## config.mk

```make
export PLATFORM = sky130hd
export DESIGN_NAME = length_prefixed_frame_receiver_top
export DESIGN_NICKNAME = d
export VERILOG_FILES = /design/src/lpfr_pkg.sv /design/src/lpfr_front.sv /design/src/lpfr_queue.sv /design/src/lpfr_back.sv /design/src/length_prefixed_frame_receiver_top.sv
export SDC_FILE = /design/constraint.sdc
export NUM_CORES = 1
export LEC_CHECK = 0
export BUFFER_PORTS_ARGS = -buffer_cell sky130_fd_sc_hd__buf_2
export CORE_MARGIN = 10
export CORE_UTILIZATION = 25
export DETAILED_ROUTE_END_ITERATION = 12
export PLACE_DENSITY_LB_ADDON = 0.3
export SLEW_MARGIN = 20
export SYNTH_ARGS = -nofsm -noshare
export SYNTH_HDL_FRONTEND = slang
export SYNTH_SLANG_ARGS = --single-unit
```

## constraint.sdc

```tcl
create_clock -name clk -period 6.5 [get_ports clk]
set_clock_uncertainty 0.2 [all_clocks]
set_input_delay 0.65 -clock clk [delete_from_list [all_inputs] [get_ports clk]]
set_output_delay 0.65 -clock clk [all_outputs]
set_load 0.05 [all_outputs]
```

## src/lpfr_pkg.sv

```systemverilog
`default_nettype none
// ----------------------------------------------------------------------------
// lpfr_pkg
// Shared types and constants of the length prefixed frame receiver.
// ----------------------------------------------------------------------------
package lpfr_pkg;

  // classified operation codes passed from front to back
  localparam logic [2:0] OP_NOP     = 3'd0;
  localparam logic [2:0] OP_BEGIN   = 3'd1;
  localparam logic [2:0] OP_DATA    = 3'd2;
  localparam logic [2:0] OP_CONNECT = 3'd3;
  localparam logic [2:0] OP_FAIL    = 3'd4;

  // raw input codes
  localparam logic [1:0] CMD_BEGIN = 2'd0;
  localparam logic [1:0] CMD_DATA  = 2'd1;
  localparam logic [1:0] CMD_EVENT = 2'd2;
  localparam logic [1:0] EV_CONNECT = 2'd0;
  localparam logic [1:0] EV_FAIL    = 2'd1;

  // result status codes
  localparam logic [1:0] RES_RUNNING   = 2'd0;
  localparam logic [1:0] RES_SUCCESS   = 2'd1;
  localparam logic [1:0] RES_CONN_FAIL = 2'd2;
  localparam logic [1:0] RES_LINK_ERR  = 2'd3;

  // configuration register indexes
  localparam logic [1:0] REG_MAX_LENGTH   = 2'd0;
  localparam logic [1:0] REG_BUFFER_LIMIT = 2'd1;

  localparam logic [15:0] MAX_LENGTH_RST   = 16'd4096;
  localparam logic [15:0] BUFFER_LIMIT_RST = 16'd4096;

  // queue between front and back
  localparam int Q_DEPTH = 2;
  localparam int QPTR_W  = $clog2(Q_DEPTH);
  localparam int QCNT_W  = $clog2(Q_DEPTH + 1);

  typedef struct packed {
    logic [2:0] kind;
    logic [7:0] data;
    logic       nt;
  } op_t;

endpackage
`default_nettype wire

```

## src/lpfr_front.sv

```systemverilog
`default_nettype none
// ----------------------------------------------------------------------------
// lpfr_front
// Accepts input words, classifies them into operations and registers them.
// ----------------------------------------------------------------------------
module lpfr_front (
  input  wire logic         clk,
  input  wire logic         rst_n,
  input  wire logic         in_valid,
  output logic              in_ready,
  input  wire logic [1:0]   command,
  input  wire logic [7:0]   data_byte,
  input  wire logic [1:0]   event_kind,
  input  wire logic         conn_test,
  output logic              op_valid,
  input  wire logic         op_ready,
  output lpfr_pkg::op_t     op
);

  logic          valid_r, valid_nxt;
  lpfr_pkg::op_t op_r;
  lpfr_pkg::op_t op_nxt;

  assign in_ready = !valid_r || op_ready;
  assign op_valid = valid_r;
  assign op       = op_r;

  always_comb begin
    op_nxt.data = data_byte;
    op_nxt.nt   = conn_test;
    unique case (command)
      lpfr_pkg::CMD_BEGIN: op_nxt.kind = lpfr_pkg::OP_BEGIN;
      lpfr_pkg::CMD_DATA:  op_nxt.kind = lpfr_pkg::OP_DATA;
      lpfr_pkg::CMD_EVENT: begin
        unique case (event_kind)
          lpfr_pkg::EV_CONNECT: op_nxt.kind = lpfr_pkg::OP_CONNECT;
          lpfr_pkg::EV_FAIL:    op_nxt.kind = lpfr_pkg::OP_FAIL;
          default:              op_nxt.kind = lpfr_pkg::OP_NOP;
        endcase
      end
      default: op_nxt.kind = lpfr_pkg::OP_NOP;
    endcase
  end

  always_comb begin
    valid_nxt = valid_r;
    if (in_ready) begin
      valid_nxt = in_valid;
    end
  end

  always_ff @(posedge clk) begin
    if (!rst_n) begin
      valid_r <= 1'b0;
    end else begin
      valid_r <= valid_nxt;
    end
  end

  always_ff @(posedge clk) begin
    if (in_ready && in_valid) begin
      op_r <= op_nxt;
    end
  end

endmodule
`default_nettype wire

```

## src/lpfr_queue.sv

```systemverilog
`default_nettype none
// ----------------------------------------------------------------------------
// lpfr_queue
// Short fifo of classified operations between front and back.
// ----------------------------------------------------------------------------
module lpfr_queue (
  input  wire logic          clk,
  input  wire logic          rst_n,
  input  wire logic          wr_valid,
  output logic               wr_ready,
  input  wire lpfr_pkg::op_t wr_op,
  output logic               rd_valid,
  input  wire logic          rd_ready,
  output lpfr_pkg::op_t      rd_op
);

  lpfr_pkg::op_t                 mem_r [lpfr_pkg::Q_DEPTH];
  logic [lpfr_pkg::QPTR_W-1:0]   wr_ptr_r, wr_ptr_nxt;
  logic [lpfr_pkg::QPTR_W-1:0]   rd_ptr_r, rd_ptr_nxt;
  logic [lpfr_pkg::QCNT_W-1:0]   count_r, count_nxt;
  logic                          push, pop;

  localparam logic [lpfr_pkg::QPTR_W-1:0] PTR_LAST = lpfr_pkg::QPTR_W'(lpfr_pkg::Q_DEPTH - 1);
  localparam logic [lpfr_pkg::QCNT_W-1:0] CNT_FULL = lpfr_pkg::QCNT_W'(lpfr_pkg::Q_DEPTH);

  assign wr_ready = (count_r != CNT_FULL);
  assign rd_valid = (count_r != '0);
  assign rd_op    = mem_r[rd_ptr_r];
  assign push     = wr_valid && wr_ready;
  assign pop      = rd_valid && rd_ready;

  always_comb begin
    wr_ptr_nxt = wr_ptr_r;
    rd_ptr_nxt = rd_ptr_r;
    count_nxt  = count_r;
    if (push) begin
      wr_ptr_nxt = (wr_ptr_r == PTR_LAST) ? '0 : wr_ptr_r + 1'b1;
    end
    if (pop) begin
      rd_ptr_nxt = (rd_ptr_r == PTR_LAST) ? '0 : rd_ptr_r + 1'b1;
    end
    if (push && !pop) begin
      count_nxt = count_r + 1'b1;
    end else if (pop && !push) begin
      count_nxt = count_r - 1'b1;
    end
  end

  always_ff @(posedge clk) begin
    if (!rst_n) begin
      wr_ptr_r <= '0;
      rd_ptr_r <= '0;
      count_r  <= '0;
    end else begin
      wr_ptr_r <= wr_ptr_nxt;
      rd_ptr_r <= rd_ptr_nxt;
      count_r  <= count_nxt;
    end
  end

  always_ff @(posedge clk) begin
    if (push) begin
      mem_r[wr_ptr_r] <= wr_op;
    end
  end

endmodule
`default_nettype wire

```

## src/lpfr_back.sv

```systemverilog
`default_nettype none
// ----------------------------------------------------------------------------
// lpfr_back
// Protocol state machine, config registers and registered result word.
// ----------------------------------------------------------------------------
module lpfr_back (
  input  wire logic          clk,
  input  wire logic          rst_n,
  input  wire logic          cfg_we,
  input  wire logic [1:0]    cfg_index,
  input  wire logic [15:0]   cfg_data,
  input  wire logic          op_valid,
  output logic               op_ready,
  input  wire lpfr_pkg::op_t op,
  output logic               res_valid,
  input  wire logic          res_ready,
  output logic [1:0]         status,
  output logic               send_request,
  output logic               payload_valid,
  output logic [7:0]         payload_byte,
  output logic               payload_last
);

  localparam logic [2:0] ST_DONE      = 3'd0;
  localparam logic [2:0] ST_IDLE      = 3'd1;
  localparam logic [2:0] ST_WAIT_HIGH = 3'd2;
  localparam logic [2:0] ST_WAIT_LOW  = 3'd3;
  localparam logic [2:0] ST_PAYLOAD   = 3'd4;

  logic [15:0] max_length_r, buffer_limit_r;
  logic [2:0]  state_r, state_nxt;
  logic [15:0] len_r, len_nxt;
  logic [15:0] cnt_r, cnt_nxt;
  logic        test_r, test_nxt;
  logic [15:0] cnt_inc, len_low;

  logic        vld_r;
  logic [1:0]  status_r, status_nxt;
  logic        send_r, send_nxt;
  logic        pv_r, pv_nxt;
  logic [7:0]  pb_r, pb_nxt;
  logic        pl_r, pl_nxt;
  logic        pop;

  assign op_ready      = !vld_r || res_ready;
  assign pop           = op_valid && op_ready;
  assign res_valid     = vld_r;
  assign status        = status_r;
  assign send_request  = send_r;
  assign payload_valid = pv_r;
  assign payload_byte  = pb_r;
  assign payload_last  = pl_r;

  assign cnt_inc = cnt_r + 16'd1;
  assign len_low = {len_r[15:8], op.data};

  always_comb begin
    state_nxt  = state_r;
    len_nxt    = len_r;
    cnt_nxt    = cnt_r;
    test_nxt   = test_r;
    status_nxt = lpfr_pkg::RES_RUNNING;
    send_nxt   = 1'b0;
    pv_nxt     = 1'b0;
    pb_nxt     = 8'd0;
    pl_nxt     = 1'b0;
    unique case (op.kind)
      lpfr_pkg::OP_BEGIN: begin
        state_nxt = ST_IDLE;
        test_nxt  = op.nt;
        len_nxt   = 16'd0;
        cnt_nxt   = 16'd0;
      end
      lpfr_pkg::OP_DATA: begin
        unique case (state_r)
          ST_WAIT_HIGH: begin
            len_nxt   = {op.data, 8'd0};
            state_nxt = ST_WAIT_LOW;
          end
          ST_WAIT_LOW: begin
            len_nxt = len_low;
            if (len_low >= max_length_r) begin
              state_nxt  = ST_DONE;
              status_nxt = lpfr_pkg::RES_LINK_ERR;
            end else begin
              state_nxt = ST_PAYLOAD;
            end
          end
          ST_PAYLOAD: begin
            if (cnt_r >= buffer_limit_r) begin
              // overflow byte is dropped
              state_nxt  = ST_DONE;
              status_nxt = lpfr_pkg::RES_LINK_ERR;
            end else begin
              cnt_nxt = cnt_inc;
              pv_nxt  = 1'b1;
              pb_nxt  = op.data;
              if (cnt_inc == len_r) begin
                pl_nxt     = 1'b1;
                state_nxt  = ST_DONE;
                status_nxt = lpfr_pkg::RES_SUCCESS;
              end
            end
          end
          default: ;
        endcase
      end
      lpfr_pkg::OP_CONNECT: begin
        if (state_r == ST_IDLE) begin
          if (test_r) begin
            state_nxt  = ST_DONE;
            status_nxt = lpfr_pkg::RES_SUCCESS;
          end else begin
            state_nxt = ST_WAIT_HIGH;
            send_nxt  = 1'b1;
          end
        end
      end
      lpfr_pkg::OP_FAIL: begin
        if (state_r == ST_IDLE) begin
          state_nxt  = ST_DONE;
          status_nxt = lpfr_pkg::RES_CONN_FAIL;
        end else if (state_r != ST_DONE) begin
          cnt_nxt    = 16'd0;
          state_nxt  = ST_DONE;
          status_nxt = lpfr_pkg::RES_LINK_ERR;
        end
      end
      default: ;
    endcase
  end

  always_ff @(posedge clk) begin
    if (!rst_n) begin
      state_r        <= ST_DONE;
      len_r          <= 16'd0;
      cnt_r          <= 16'd0;
      test_r         <= 1'b0;
      vld_r          <= 1'b0;
      max_length_r   <= lpfr_pkg::MAX_LENGTH_RST;
      buffer_limit_r <= lpfr_pkg::BUFFER_LIMIT_RST;
    end else begin
      if (cfg_we && cfg_index == lpfr_pkg::REG_MAX_LENGTH) begin
        max_length_r <= cfg_data;
      end
      if (cfg_we && cfg_index == lpfr_pkg::REG_BUFFER_LIMIT) begin
        buffer_limit_r <= cfg_data;
      end
      if (pop) begin
        state_r <= state_nxt;
        len_r   <= len_nxt;
        cnt_r   <= cnt_nxt;
        test_r  <= test_nxt;
      end
      if (op_ready) begin
        vld_r <= op_valid;
      end
    end
  end

  always_ff @(posedge clk) begin
    if (pop) begin
      status_r <= status_nxt;
      send_r   <= send_nxt;
      pv_r     <= pv_nxt;
      pb_r     <= pb_nxt;
      pl_r     <= pl_nxt;
    end
  end

endmodule
`default_nettype wire

```

## src/length_prefixed_frame_receiver_top.sv

```systemverilog
`default_nettype none
// ----------------------------------------------------------------------------
// length_prefixed_frame_receiver_top
// Receiver for a connect-then-exchange link with two-byte length framing.
// ----------------------------------------------------------------------------
// path: an accepted input word passes the front register, a queue slot and
//   the result register in the back before its result word appears
// throughput: one word per cycle while out_tready is held high; every word yields exactly one result word
// reset: rst_n synchronous, active low; state returns to done, length and
//   count clear, max_length and buffer_limit return to 4096, queue empties
// ----------------------------------------------------------------------------
module length_prefixed_frame_receiver_top (
  input  wire logic        clk,
  input  wire logic        rst_n,
  // input word channel
  input  wire logic        in_tvalid,
  output logic             in_tready,
  input  wire logic [15:0] in_tdata,   // data_byte[7:0], event_kind[9:8], conn_test[10]
  input  wire logic [1:0]  in_tuser,   // command[1:0]
  // result word channel
  output logic             out_tvalid,
  input  wire logic        out_tready,
  output logic [15:0]      out_tdata,  // status[1:0], send_request[2], payload_byte[10:3]
  output logic             out_tuser,  // payload_valid[0]
  output logic             out_tlast,  // payload_last
  // configuration write channel
  input  wire logic        cfg_valid,
  output logic             cfg_ready,
  input  wire logic [1:0]  cfg_index,
  input  wire logic [15:0] cfg_data
);

  // front to queue
  logic          f_valid, f_ready;
  lpfr_pkg::op_t f_op;
  // queue to back
  logic          q_valid, q_ready;
  lpfr_pkg::op_t q_op;

  logic [1:0] res_status;
  logic       res_send;
  logic [7:0] res_byte;

  // config registers are always writable; the sender must write them only
  // while no word is in flight, which the block itself does not enforce
  assign cfg_ready = 1'b1;

  // front: decode command and event kind into one operation code
  lpfr_front u_front (
    .clk          (clk),
    .rst_n        (rst_n),
    .in_valid     (in_tvalid),
    .in_ready     (in_tready),
    .command      (in_tuser),
    .data_byte    (in_tdata[7:0]),
    .event_kind   (in_tdata[9:8]),
    .conn_test    (in_tdata[10]),
    .op_valid     (f_valid),
    .op_ready     (f_ready),
    .op           (f_op)
  );

  // short queue lets front and back stall independently
  lpfr_queue u_queue (
    .clk      (clk),
    .rst_n    (rst_n),
    .wr_valid (f_valid),
    .wr_ready (f_ready),
    .wr_op    (f_op),
    .rd_valid (q_valid),
    .rd_ready (q_ready),
    .rd_op    (q_op)
  );

  // back: protocol state machine and registered result word
  lpfr_back u_back (
    .clk           (clk),
    .rst_n         (rst_n),
    .cfg_we        (cfg_valid && cfg_ready),
    .cfg_index     (cfg_index),
    .cfg_data      (cfg_data),
    .op_valid      (q_valid),
    .op_ready      (q_ready),
    .op            (q_op),
    .res_valid     (out_tvalid),
    .res_ready     (out_tready),
    .status        (res_status),
    .send_request  (res_send),
    .payload_valid (out_tuser),
    .payload_byte  (res_byte),
    .payload_last  (out_tlast)
  );

  // pack result fields, zero fill to whole bytes
  assign out_tdata = {5'd0, res_byte, res_send, res_status};

endmodule
`default_nettype wire
```

## Yosys cells after proc, flatten, opt, wreduce, memory -nomap -nowiden

Memories as Yosys holds them, arrays and structs flattened. A register that Yosys moved wholly into a read port is not among the register bits.
Index checks and enable logic that the tools add are counted.

- Latch bits: 0
- Output and inout bits: 21
- Input bits: 41
- Bits in writable memories: 24
- ROM bits: 0
- Register bits: 99
- Memories: 1

Memory list:

| name | words | width | read ports | clocked after memory_dff | wr ports | RTL line | RTL |
|---|---|---|---|---|---|---|---|
| u_queue.mem_r | 2 | 12 | 1 | 1 | 1 | lpfr_queue.sv:17 | `lpfr_pkg::op_t mem_r [lpfr_pkg::Q_DEPTH];` |

- Bitwise operators: 2
- Divide/modulo/power cells: 0
- Shift-type cells: 0
- Reductions and logical operators: 30
- $mul: 0
- Eq/ne operators: 25
- Mux-type cells: 38
- $lt $le $gt $ge: 2
- Add/sub/neg operators: 5

Operators by type and width:

| kind | number |
|---|---|
| $mux W16 | 4 |
| $pmux W16 S2 | 2 |
| $pmux W16 S3 | 1 |
| $ge A16 B16 Y1 | 2 |
| $mux W3 | 6 |
| $pmux W3 S3 | 2 |
| $add A16 B1 Y16 const B | 1 |
| $eq A16 B16 Y1 | 1 |
| $mux W2 | 8 |
| $eq A3 B2 Y1 const B | 4 |
| $pmux W3 S4 | 1 |
| $reduce_and A6 Y1 | 2 |
| $mux W1 | 11 |
| $ne A2 B2 Y1 const B | 5 |
| $logic_and A1 B1 Y1 | 7 |
| $eq A2 B1 Y1 const B | 3 |
| $eq A3 B1 Y1 const B | 2 |
| $eq A3 B3 Y1 const B | 2 |
| $logic_not A2 Y1 | 3 |
| $ne A2 B1 Y1 const B | 3 |
| $pmux W2 S3 | 1 |
| $pmux W3 S2 | 1 |
| $reduce_and A2 Y1 | 3 |
| $reduce_bool A2 Y1 | 3 |
| other kinds (17) | 24 |

## Depth between registers and ports, before layout

- Depth after elaboration: 6
- Gate-level depth with buffers: 12
- Gate-level depth less buffers: 11

## Modules after synthesis

Synthesis repeated with hierarchy kept, for this count alone.

- Cell total of the unflattened synthesis: 669
- Area total of the unflattened synthesis: 6318.6 um^2

Modules (own cells, without submodules):

| module | area an instance (um^2) | instances | cells each |
|---|---|---|---|
| lpfr_back | 4708.3 | 1 | 576 |
| lpfr_queue | 1103.6 | 1 | 61 |
| lpfr_front | 446.7 | 1 | 23 |
| length_prefixed_frame_receiver_top | 60.1 | 1 | 9 |

## Worst setup path before layout

No wires, ideal clock.

- Path kind: reg2reg
- From: register (tool-made name)
- To: register u_back.status_r[0] (netlist: u_back.status[0]) (data pin)
- Cell stages (with the launch flop): 13
- Path buffers: 2
- Period minus slack after synthesis: 2.855 ns
- Slack: 3.645 ns
- Arrival time: 2.394 ns
- Path through: dfxtp_1 > buf_2 > buf_1 > mux2i_1 > ha_1 > nand2b_1 > a21oi_1 > nor2b_1 > o211ai_1 > a21oi_1 > nor2_1 > nor2_1 > a311o_1

RTL lines:

| element | RTL line | RTL |
|---|---|---|
| end signal, assigned | lpfr_back.sv:163 | `status_r <= status_nxt;` |
| end, declared | lpfr_back.sv:38 | `logic [1:0] status_r, status_nxt;` |

==> impl_metrics.toml <==
[min_path]
min-delay-start = "in_tdata[0]"
min_to = "u_front.op[1]$_DFFE_PP_"
hold_class = "in -> reg"
hold_path_depth = 1

[final_layout]
drive_gt1_share_pct = 15.8
areaGrowthSynthToFinish_pct = 18.2
antennaDiodeCount = 0
fill_cells = 2554
nNetsFinal = 758

[timing]
tns_ps = 0
setup_slack_ps = 3080
setup_violations = 0
hold_violations = 0
worst_slew_margin_rel_pct = 47.9
maxSlewViolCount = 0
final.period_utilization_pct = 52.6
finalCriticalPeriod_ps = 3420
rsz0062_at_grt = "no"
tightest_slew_ps = 780
fmax_mhz = 293

[setup_path]
regToRegEndpoint = "u_back.status[0]$_DFFE_PP_"
end_kind = "register"
setup.worst_path.start_class = "register"
cp.arrival_ps = 3380
rr_worst_depth = 10
cp.required_ps = 6460
crit_fanout = 16
critPathKind = "reg -> reg"
ff2ff_setup_slack_ps = 3080

[clocking]
cts_buffer_depth = 2
worstSkewPairLatency_ps = 420
clk_pin_slew_worst_paths_ps = 60
postCtsHoldBufs = 0
cts_made_buffers = 17
htreeDepth = 4
cts_root_buf = "clkbuf_16"
cts_setup_buffers = 0
cts_tree = "done"
cts.sinks = 124
cts-resized-gates = 0

[synth]
yosysWarnings = 0
synth_compound_area_share_pct = 15.4
synth_area_leaders = "dfxtp_1 (24%), edfxtp_1 (24%), ha_1 (6.9%)"
ys_seq_area_share_pct = 48.2
synth_top_area_cell = "dfxtp_1"
syn_avg_cell_area_sq_um = 9.60
yosysUniqueCellTypes = 67
synth_flop_cell = "dfxtp_1"
synthesis.area_sq_mm = 0.00616
yosys.area_share.xor_xnor_pct = 3.55
yosys.area.top_type_share_pct = 24.4
synth_top_family_by_area = "simple AND/OR/NAND/NOR gates"
synth-simple-area-share_pct = 17.2
synthAdderAreaFrac_pct = 6.90
synthArstFlopShare_pct = 0
synth_cells = 642
synth_edf_count = 49
ys_seq_elements = 124
synthMuxAreaShare_pct = 3.15

[pwr]
max-vdd-ir-drop_uv = 155
leakagePower_nw = 2.63
p_sw_mw = 0.742
power_density_mw_per_mm2 = 322
clockPowerShare_pct = 39.7
swShare_pct = 31.6
p_comb_share_pct = 20.0
pwr-share-seq_pct = 40.2
cellInternalPower_mw = 1.60

[drt]
routed_wl_microns = 15500
first_pass_iters = 5
drc = 0
antenna_left = 0
wire_per_inst_microns = 15.2
vias = 4702
vias_per_cell = 4.61
drt_iter0_markers = 347

[global_routing]
grt_antenna_before_repair = 0
grt_pass1_wl_microns = 25000
grtUsageTotal_pct = 10.0
grt_max_degree = 40
grt_pass1_vias = 4591
grt_overflow = 0

[floorplanning]
dieArea_sq_mm = 0.0313
die_y_microns = 177
die_x_microns = 177
start_util_pct = 25.3
core_area_sq_mm = 0.0243
rows = 57
io_pins = 62

[place]
gp_congestion = 0.827
numPortBuffers = 50
hpwl_microns = 11600
dp_slack_ps = 3010

[run_status]
run_status = "complete, no violations"

[job]
drv_cap = 0
critical path, stage by stage (launching register included):
cell and delay (ps):
dfxtp_1 830, mux2i_1 580, ha_1 320, nand2b_1 140, a21oi_1 140, nor2b_1 60, o211ai_1 160, a21oi_1 100
nor2_1 240, nor2_1 80, a311o_1 320
power by group through the flow:
stage               Sequential, mW  Clock (mW)  Combinational (mW)
floorplan                     1.03           0               0.274
global placement             0.960           0               0.474
detailed placement           0.962           0               0.474
CTS                          0.946       0.955               0.476
global route                 0.954       0.983               0.511
finish                       0.944       0.932               0.470
metrics by stage:
stage | std cells | power, mW | hold slack [ps] | util, % | area [sq um]
floorplan | 646 | 1.30 | 221 | - | 6180
global placement | 988 | 1.43 | 224 | 27.5 | 6690
detailed placement | 988 | 1.44 | 231 | 27.5 | 6690
CTS | 1020 | 2.38 | 187 | 29.9 | 7270
global route | 1020 | 2.45 | 193 | 29.9 | 7280
finish | 1020 | 2.35 | 205 | 29.9 | 7280
worst max path at each step:
| stage | start | end | slack [ps] | cells past startpoint |
|---|---|---|---|---|
| 5_1_grt | register | u_back.status[0]$_DFFE_PP_ | 2830 | 10 |
| 3_5_place_dp | register | u_back.status[0]$_DFFE_PP_ | 3010 | 10 |
| 3_3_place_gp | register | u_back.status[0]$_DFFE_PP_ | 3030 | 10 |
| 6_report | register | u_back.status[0]$_DFFE_PP_ | 3080 | 10 |
| 4_1_cts | register | u_back.status[0]$_DFFE_PP_ | 3010 | 10 |
| 2_1_floorplan | register | u_back.status[0]$_DFFE_PP_ | 3640 | 12 |
per-layer routing:
layer | part of all wire [%] | global-route usage [%]
met1 | 46 | 12.5
met2 | 49 | 16.7
met3 | 4.1 | 2.18
met4 | 1.1 | 3.61
met5 | 0 | 0
cells in the mapped netlist, types with 5 or more instances:
cell and number:
nand3_1 16, and2_1 10, edfxtp_1 49, o31ai_1 7, o41ai_1 5, mux2_2 11, inv_1 44, nand2_1 87
mux2i_1 7, a31oi_1 6, dfxtp_1 75, o211ai_1 9, ha_1 34, nand2b_1 6, clkbuf_1 17, xnor2_1 14
a21oi_1 46, a211oi_1 5, nand4_1 10, buf_4 7, nor2_1 43, o21ai_0 15, o311ai_0 5, or3_1 8
a22oi_1 14, xor2_1 11, nor3_1 8, nor2b_1 6
logic make-up after synthesis:
group / after synthesis
adder cells (fa/ha/maj): 34
flip-flops: 124
other: 2
buffers and inverters: 79
AND/OR/NAND/NOR: 218
XOR/XNOR: 25
multiplexers: 18
AO/OA/AOI/OAI: 142
layout by cell type, fill, tap and decap left out, types with 3 or more instances in the layout:
cell type,count
nand2_1,87
dfxtp_1,75
buf_2,50
edfxtp_1,49
a21oi_1,46
inv_1,44
nor2_1,42
ha_1,34
clkbuf_16,18
nand3_1,16
o21ai_0,15
xnor2_1,14
a22oi_1,14
mux2_2,11
xor2_1,11
nand4_1,10
and2_1,10
o211ai_1,9
nor3_1,8
or3_1,8
mux2i_1,7
o31ai_1,7
nand2b_1,6
nor2b_1,6
a31oi_1,6
conb_1,6
a211oi_1,5
o41ai_1,5
o311ai_0,5
o21ai_1,4
a21o_1,4
clkinvlp_4,4
or2_2,3
nor4_1,3
o2111ai_1,3
registers in the layout (all words and copies together) (netlist names), 2 cells and up, named ones only:
register               flops
u_back.max_length_r       16
u_back.len_r              16
u_queue.mem_r             24
u_queue.count_r            2
u_front.op                12
u_back.buffer_limit_r     16
u_back.state_r             3
u_back.status              2
u_back.cnt_r              16
u_back.payload_byte        8
final cells by class:
| type | instances | area (sq um) | share of cell area [%] |
|---|---|---|---|
| inverter | 45 | 169 | 2.32 |
| multi-input combinational | 443 | 2880 | 39.6 |
| timing repair buffer | 52 | 265 | 3.64 |
| sequential | 124 | 2970 | 40.8 |
| clock inverter | 11 | 106 | 1.46 |
| tap | 324 | 405 | 5.57 |
| clock buffer | 21 | 482 | 6.62 |
Note: power is estimated with default switching activity, not from simulation.
